**src/rtl/frml_pkg.sv**
```systemverilog
// frml_pkg: shared types and constants for the frame rate meter and limiter
// no dependencies; imported by every module of the block

package frml_pkg;

  localparam int unsigned TS_W     = 32;
  localparam int unsigned PER_W    = 16;
  localparam int unsigned CFG_W    = 10;
  localparam int unsigned FPS_W    = 22;
  localparam int unsigned SCALE_W  = 18;

  localparam logic [CFG_W-1:0]   FRAME_PERIOD_RST = CFG_W'(16);
  localparam logic [PER_W-1:0]   PERIOD_SAT       = {PER_W{1'b1}};
  localparam logic [FPS_W-1:0]   FPS_MAX          = {FPS_W{1'b1}};
  localparam logic [SCALE_W-1:0] FPS_SCALE        = SCALE_W'(256000);

  typedef struct packed {
    logic            operation;
    logic [TS_W-1:0] timestamp_ms;
  } frml_in_t;

  typedef struct packed {
    logic [FPS_W-1:0] fps_q8;
    logic [PER_W-1:0] frame_time_ms;
    logic [CFG_W-1:0] delay_ms;
  } frml_out_t;

  typedef enum logic {
    OP_FRAME_START = 1'b0,
    OP_FRAME_END   = 1'b1
  } frml_op_t;

  typedef enum logic [2:0] {
    ST_IDLE,
    ST_PERIOD,
    ST_RING,
    ST_SUM,
    ST_DIVGO,
    ST_DIV,
    ST_OUT
  } frml_state_t;

endpackage

```
**src/rtl/frame_rate_meter_limiter_unit.sv**
```systemverilog
// frame_rate_meter_limiter_unit: top level, sequencer and state of the meter/limiter
// depends on frml_pkg, frml_ring and frml_div
//
//   channel | signals                       | payload
//   in      | in_valid, in_stall, in_data    | frml_in_t  (operation, timestamp_ms)
//   out     | out_valid, out_stall, out_data | frml_out_t (fps_q8, frame_time_ms, delay_ms)
//   cfg     | cfg_we, cfg_wdata              | frame_period_ms
//
// a frame start records its timestamp and gives no result
// a frame end runs through ST_PERIOD, ST_RING, ST_SUM, ST_DIVGO, ST_DIV and ST_OUT; the
// one-bit-per-cycle divider runs in ST_DIV, and the result then waits for out_stall low
// with every period in the ring zero the divider is skipped and ST_DIVGO goes straight to ST_OUT
// in_stall is high from the cycle after an end transaction until its result is taken
// synchronous reset clears the sequencer, times, counts and sum; the ring needs no clearing

module frame_rate_meter_limiter_unit
  import frml_pkg::*;
#(
  parameter int unsigned SAMPLES = 10
) (
  input  logic             clk,
  input  logic             rst,
  input  logic             in_valid,
  output logic             in_stall,
  input  frml_in_t         in_data,
  output logic             out_valid,
  input  logic             out_stall,
  output frml_out_t        out_data,
  input  logic             cfg_we,
  input  logic [CFG_W-1:0] cfg_wdata
);

  localparam int unsigned POS_W = (SAMPLES > 1) ? $clog2(SAMPLES) : 1;
  localparam int unsigned CNT_W = $clog2(SAMPLES + 1);
  localparam int unsigned SUM_W = PER_W + CNT_W;
  localparam int unsigned NUM_W = SCALE_W + CNT_W;
  localparam int unsigned CMP_W = NUM_W + FPS_W;

  frml_state_t state, state_next;

  logic [CFG_W-1:0] frame_period;
  logic [TS_W-1:0]  frame_start_time;
  logic [TS_W-1:0]  last_end_time;
  logic             seen_first_end;
  logic [TS_W-1:0]  ts;
  logic [POS_W-1:0] pos;
  logic [CNT_W-1:0] filled;
  logic [SUM_W-1:0] period_sum;
  logic [PER_W-1:0] period;
  logic [CFG_W-1:0] delay;
  logic [FPS_W-1:0] fps;

  logic             in_acc;
  logic             full;
  logic [TS_W-1:0]  end_diff;
  logic [TS_W-1:0]  elapsed;
  logic [PER_W-1:0] ring_rdata;
  logic             ring_rd;
  logic             ring_we;
  logic             div_start;
  logic             div_done;
  logic [NUM_W-1:0] div_quot;
  logic [NUM_W-1:0] numer;

  assign in_acc   = in_valid && !in_stall;
  assign full     = filled == CNT_W'(SAMPLES);
  assign end_diff = ts - last_end_time;
  assign elapsed  = ts - frame_start_time;
  assign numer    = NUM_W'(FPS_SCALE) * NUM_W'(filled);

  // next state
  always_comb begin
    state_next = state;
    unique case (state)
      ST_IDLE: begin
        if (in_acc && in_data.operation == OP_FRAME_END) begin
          state_next = ST_PERIOD;
        end
      end
      ST_PERIOD: state_next = ST_RING;
      ST_RING:   state_next = ST_SUM;
      ST_SUM:    state_next = ST_DIVGO;
      ST_DIVGO:  state_next = (period_sum == '0) ? ST_OUT : ST_DIV;
      ST_DIV: begin
        if (div_done) begin
          state_next = ST_OUT;
        end
      end
      ST_OUT: begin
        if (!out_stall) begin
          state_next = ST_IDLE;
        end
      end
      default: state_next = ST_IDLE;
    endcase
  end

  // sequencer outputs
  always_comb begin
    in_stall  = 1'b1;
    out_valid = 1'b0;
    ring_rd   = 1'b0;
    ring_we   = 1'b0;
    div_start = 1'b0;
    unique case (state)
      ST_IDLE:   in_stall  = 1'b0;
      ST_PERIOD: ring_rd   = 1'b1;
      ST_RING:   ;
      ST_SUM:    ring_we   = 1'b1;
      ST_DIVGO:  div_start = period_sum != '0;
      ST_DIV:    ;
      ST_OUT:    out_valid = 1'b1;
      default:   ;
    endcase
  end

  always_ff @(posedge clk) begin
    if (rst) begin
      state            <= ST_IDLE;
      frame_period     <= FRAME_PERIOD_RST;
      frame_start_time <= '0;
      last_end_time    <= '0;
      seen_first_end   <= 1'b0;
      pos              <= '0;
      filled           <= '0;
      period_sum       <= '0;
    end else begin
      state <= state_next;
      if (cfg_we) begin
        frame_period <= cfg_wdata;
      end
      if (in_acc && in_data.operation == OP_FRAME_START) begin
        frame_start_time <= in_data.timestamp_ms;
      end
      if (state == ST_PERIOD) begin
        last_end_time  <= ts;
        seen_first_end <= 1'b1;
      end
      if (state == ST_RING && full) begin
        period_sum <= period_sum - SUM_W'(ring_rdata);
      end
      if (state == ST_SUM) begin
        period_sum <= period_sum + SUM_W'(period);
        pos        <= (pos == POS_W'(SAMPLES - 1)) ? '0 : pos + POS_W'(1);
        if (!full) begin
          filled <= filled + CNT_W'(1);
        end
      end
    end
  end

  // payload registers
  always_ff @(posedge clk) begin
    if (in_acc) begin
      ts <= in_data.timestamp_ms;
    end
    if (state == ST_PERIOD) begin
      if (!seen_first_end) begin
        period <= '0;
      end else if (end_diff > TS_W'(PERIOD_SAT)) begin
        period <= PERIOD_SAT;
      end else begin
        period <= end_diff[PER_W-1:0];
      end
    end
    if (state == ST_RING) begin
      delay <= (TS_W'(frame_period) > elapsed) ? frame_period - elapsed[CFG_W-1:0] : '0;
    end
    if (state == ST_DIVGO && period_sum == '0) begin
      fps <= '0;
    end
    if (state == ST_DIV && div_done) begin
      // rate only overflows the field with a deep ring and tiny periods
      fps <= (CMP_W'(div_quot) > CMP_W'(FPS_MAX)) ? FPS_MAX : div_quot[FPS_W-1:0];
    end
  end

  assign out_data.fps_q8        = fps;
  assign out_data.frame_time_ms = period;
  assign out_data.delay_ms      = delay;

  frml_ring #(
    .DEPTH  (SAMPLES),
    .ADDR_W (POS_W)
  ) u_ring (
    .clk   (clk),
    .we    (ring_we),
    .waddr (pos),
    .wdata (period),
    .rd_en (ring_rd),
    .raddr (pos),
    .rdata (ring_rdata)
  );

  frml_div #(
    .NUM_W (NUM_W),
    .DEN_W (SUM_W)
  ) u_div (
    .clk      (clk),
    .rst      (rst),
    .start    (div_start),
    .dividend (numer),
    .divisor  (period_sum),
    .done     (div_done),
    .quotient (div_quot)
  );

endmodule

```
**src/rtl/frml_ring.sv**
```systemverilog
// frml_ring: ring of recent frame periods, one write and one registered read port
// depends on frml_pkg for the period width

module frml_ring
  import frml_pkg::*;
#(
  parameter int unsigned DEPTH  = 10,
  parameter int unsigned ADDR_W = 4
) (
  input  logic              clk,
  input  logic              we,
  input  logic [ADDR_W-1:0] waddr,
  input  logic [PER_W-1:0]  wdata,
  input  logic              rd_en,
  input  logic [ADDR_W-1:0] raddr,
  output logic [PER_W-1:0]  rdata
);

  logic [PER_W-1:0] mem [DEPTH];

  always_ff @(posedge clk) begin
    if (we) begin
      mem[waddr] <= wdata;
    end
  end

  always_ff @(posedge clk) begin
    if (rd_en) begin
      rdata <= mem[raddr];
    end
  end

endmodule

```
**src/rtl/frml_div.sv**
```systemverilog
// frml_div: restoring divider, one quotient bit per cycle
// depends on frml_pkg; used by the top level for the averaged rate

module frml_div
  import frml_pkg::*;
#(
  parameter int unsigned NUM_W = 22,
  parameter int unsigned DEN_W = 20
) (
  input  logic             clk,
  input  logic             rst,
  input  logic             start,
  input  logic [NUM_W-1:0] dividend,
  input  logic [DEN_W-1:0] divisor,
  output logic             done,
  output logic [NUM_W-1:0] quotient
);

  localparam int unsigned CNT_W = $clog2(NUM_W + 1);

  logic             busy;
  logic [CNT_W-1:0] cnt;
  logic [NUM_W-1:0] nq;
  logic [DEN_W-1:0] rem;
  logic [DEN_W-1:0] den;
  logic [DEN_W:0]   trial;
  logic [DEN_W:0]   diff;
  logic             ge;

  assign trial    = {rem, nq[NUM_W-1]};
  assign diff     = trial - {1'b0, den};
  assign ge       = trial >= {1'b0, den};
  assign quotient = nq;

  always_ff @(posedge clk) begin
    if (rst) begin
      busy <= 1'b0;
      done <= 1'b0;
      cnt  <= '0;
    end else begin
      done <= 1'b0;
      if (start) begin
        busy <= 1'b1;
        cnt  <= CNT_W'(NUM_W);
      end else if (busy) begin
        cnt <= cnt - CNT_W'(1);
        if (cnt == CNT_W'(1)) begin
          busy <= 1'b0;
          done <= 1'b1;
        end
      end
    end
  end

  always_ff @(posedge clk) begin
    if (start) begin
      nq  <= dividend;
      den <= divisor;
      rem <= '0;
    end else if (busy) begin
      rem <= ge ? diff[DEN_W-1:0] : trial[DEN_W-1:0];
      nq  <= {nq[NUM_W-2:0], ge};
    end
  end

endmodule

```
**config.mk**
```make
export PLATFORM = sky130hd
export DESIGN_NAME = frame_rate_meter_limiter_unit
export DESIGN_NICKNAME = d
export VERILOG_FILES = /design/src/rtl/frml_pkg.sv /design/src/rtl/frame_rate_meter_limiter_unit.sv /design/src/rtl/frml_ring.sv /design/src/rtl/frml_div.sv
export SDC_FILE = /design/constraint.sdc
export NUM_CORES = 1
export LEC_CHECK = 0
export BUFFER_PORTS_ARGS = -buffer_cell sky130_fd_sc_hd__buf_2
export CAP_MARGIN = 15
export CORE_AREA = 8 8 253 255
export CTS_BUF_LIST = sky130_fd_sc_hd__clkbuf_4
export DETAILED_ROUTE_END_ITERATION = 8
export DIE_AREA = 0 0 261 263
export GPL_TIMING_DRIVEN = 0
export PLACE_DENSITY_LB_ADDON = 0.08
export SYNTH_ARGS = -nofsm -noshare
export SYNTH_HDL_FRONTEND = slang
export SYNTH_HIERARCHICAL = 1
export SYNTH_SLANG_ARGS = --single-unit
```
**constraint.sdc**
```tcl
create_clock -name clk -period 9.5 [get_ports clk]
set_clock_uncertainty 0.05 [all_clocks]
set_input_delay 1.9 -clock clk [delete_from_list [all_inputs] [get_ports clk]]
set_output_delay 1.9 -clock clk [all_outputs]
set_load 0.03 [all_outputs]
```
==> impl_metrics.toml <==
[critical_path]
startpoint_type = "flip-flop"
worstPathRequired_ps = 10130
rrSetupSlack_ps = 3200
crit_arrival_ps = 6930
slowest_delay_ps = 700
path_cells = "ha_1 > nor2b_1 > o31ai_1 > a21oi_1 > o21ai_0 > nand2b_1 > a21o_1 > a21oi_1 > xor2_1 > ha_1 > nor2_1 > a2111oi_0 > nand4_1 > nor4_1 > o2111a_1 > o2111ai_1 > or4_4 > nor4_4 > and3b_1"
cpMaxStageDelayCell = "a2111oi_0"
endpoint_kind = "flip-flop"
path_class = "flip-flop to flip-flop"
worstPathMaxFanout = 10

[cts]
cts.clk_slew.worst_paths_ps = 60
clock_sinks = 431
cts-root-buf = "clkbuf_4"
cts-resized-gates = 0
max-clock-path-buffers = 3
cts-buffers-inserted = 113
clock_latency_ps = 840
hold_buffers = 0
post-cts-setup-buffers = 0
htree_levels = 3
cts_tree = "done"

[timing]
whs_ps = 404
rsz0062_at_grt = "false"
setup_ws_ps = 3200
maxSlewViolCount = 0
worst_slew_pin_slew_ps = 945
finalSetupTns_ps = 0
fin_crit_sh_pct = 66.3
setup_viol = 0
hold_violations = 0
period_minus_slack_ps = 6300
max_slew_margin_pct = 36.9
fmax_mhz = 159

[place]
routabilityCongestion = 0.868
place_ws_ps = 3240
io_buffers = 97
place_hpwl_um = 46400

[logic_synthesis]
syn_area_um2 = 23700
synth_area_leader_cell = "edfxtp_1"
avgSynthCellArea_um2 = 10.4
synth_seq_cells = 431
synthFlopType = "edfxtp_1"
yosysSeqAreaShare_pct = 48.9
ys_types = 101
synth_top_area_share_pct = 37.7
synth_area_leaders = "edfxtp_1 (38%), dfxtp_1 (11%), ha_1 (6.9%)"
synth_cells = 2273
yosys_warnings = 6
synth_edf_count = 298
synth-async-reset-ratio_pct = 0

[worst_hold_path]
hp-class = "flip-flop to flip-flop"

[routing]
dr.first_iter.drc_count = 994
wl_um = 62200
drc = 0
drt_pass1_iterations = 5
num_vias = 17900
wl_per_cell_um = 18.4
viasPerCell = 5.29
antenna_left = 0

[grt]
antenna_found_initial = 1
grt_pass1_wl_um = 97900
overflow = 0
grt.total_usage_pct = 17.9
grt_max_degree = 35
grt_pass1_vias = 18300

[die]
std_cell_rows = 90
io_pins = 98
die_h_um = 263
core_area_um2 = 59900
initial_core_util_pct = 39.6
dieArea_um2 = 68600
die_width_um = 261

[outcome]
status = "completed"

[layout]
area_growth_pct = 13.6
nNetsFinal = 2696
fillers = 5724
drive_gt1_share_pct = 18.2

[power]
peakVddDrop_uv = 89.9
power.leakage_uw = 0.0101
power_density_nw_per_um2 = 191

[flow_run]
maxCapViolations = 0
[synthesized netlist by cell type (7+ instances only)]
cell and count:
o31ai_2 16, o21a_1 43, o31ai_1 7, a21o_1 42
nand2_1 269, dfxtp_1 133, o21ai_0 59, fa_1 12
nand4_1 17, nand3b_1 7, o2111ai_1 7, nor4_1 13
xor2_1 38, nor3_1 33, a311oi_1 16, nor2b_1 21
a21oi_1 197, inv_1 136, mux2_2 72, a22o_1 16
and2_1 36, o21ai_1 15, buf_2 18, a211o_1 7
a31oi_1 20, o21bai_1 14, ha_1 130, xnor2_1 57
nand2b_1 22, o22ai_1 19, nand3_1 45, o211ai_1 15
or3_1 14, clkbuf_1 66, a211oi_1 12, mux2i_1 47
nor2_1 134, edfxtp_1 298, and3_1 18
[flip-flops by register name (all words and copies together) (netlist names), 3 cells and up]
register	count
u_ring/mem	160
frame_start_time	32
last_end_time	32
ts	32
fps	22
u_div/quotient	22
period_sum	20
u_div/den	20
u_div/rem	20
period	16
u_ring/rdata	16
delay	10
frame_period	10
u_div/cnt	5
filled	4
pos	4
state	3
[stage by stage]
stage,total power (uW),util [%],cell area (um^2),cells
final,5160,45.0,27000,3388
after global routing,5470,45.0,27000,3387
after CTS,5230,45.0,27000,3386
after detailed placement,3520,42.5,25500,3173
after global placement,3500,42.1,25200,3162
after floorplan,3170,-,23800,2283
[cell families (layout without fill, tap and decap cells)]
logic type | after synthesis | after routing | synth area share, %
AND/OR/NAND/NOR | 659 | 659 | 13.2
adder cells (fa/ha/maj) | 142 | 142 | 7.86
multiplexers | 119 | 119 | 5.40
buffers and inverters | 243 | 564 | 4.29
XOR/XNOR | 95 | 95 | 3.50
AO/OA/AOI/OAI | 583 | 583 | 16.9
other | 1 | 13 | 0.0158
flip-flops | 431 | 431 | 48.9
[area by class of cell]
type / instances / area (um^2) / area share [%]
Antenna cell: 2 / 5.00 / 0.0185
Buffer: 103 / 494 / 1.83
Clock buffer: 181 / 1360 / 5.04
Clock inverter: 32 / 170 / 0.631
Inverter: 140 / 526 / 1.95
Multi-Input combinational cell: 1609 / 11200 / 41.5
Sequential cell: 431 / 11600 / 43.0
Tap cell: 782 / 978 / 3.63
Timing Repair Buffer: 108 / 646 / 2.39
[per-layer routing]
metal	up-vias	GRT usage [%]	routed length (um)
met2	396	30.9	30300
met3	104	3.08	2690
met1	8566	22.2	27500
li1	8841	-	-
met4	0	6.63	1720
met5	-	0	0
[worst max-delay path: cells and delay by family (launching register included)]
family                   cells  cell delay, ps
XOR/XNOR                     1             110
flip-flops                   1             500
AND/OR/NAND/NOR              8            2540
adder cells (fa/ha/maj)      2             680
AO/OA/AOI/OAI                8            2260
[placed cells by master (no fill, tap or decap), types with 11 or more instances in the layout]
cell,count
a211oi_1,12
a21o_1,42
a21oi_1,197
a22o_1,16
a311oi_1,16
a31oi_1,20
and2_1,35
and3_1,18
buf_2,115
clkbuf_1,65
clkbuf_4,181
clkinv_1,21
conb_1,11
dfxtp_1,133
edfxtp_1,298
fa_1,12
ha_1,130
inv_1,136
mux2_2,72
mux2i_1,47
nand2_1,269
nand2b_1,22
nand3_1,45
nand4_1,17
nor2_1,127
nor2b_1,21
nor3_1,28
nor4_1,13
o211ai_1,15
o21a_1,43
o21ai_0,59
o21ai_1,15
o21bai_1,14
o22ai_1,19
o31ai_2,16
or3_1,14
xnor2_1,57
xor2_1,38
[final timing paths]
check                           depth (start not counted)                  from                    to
worst max-delay path                                   19                 ts[1]              delay[3]
worst min-delay path                                    2  frame_start_time[23]  frame_start_time[23]
worst max register to register                         19                 ts[1]              delay[3]
worst min register to register                          2  frame_start_time[23]  frame_start_time[23]
[power by group]
group / total, uW / internal (uW) / switching [uW]
combinational: 1280 / 503 / 773
clock: 1670 / 892 / 777
sequential: 2210 / 2110 / 101
(Power assumes the default switching activity.)
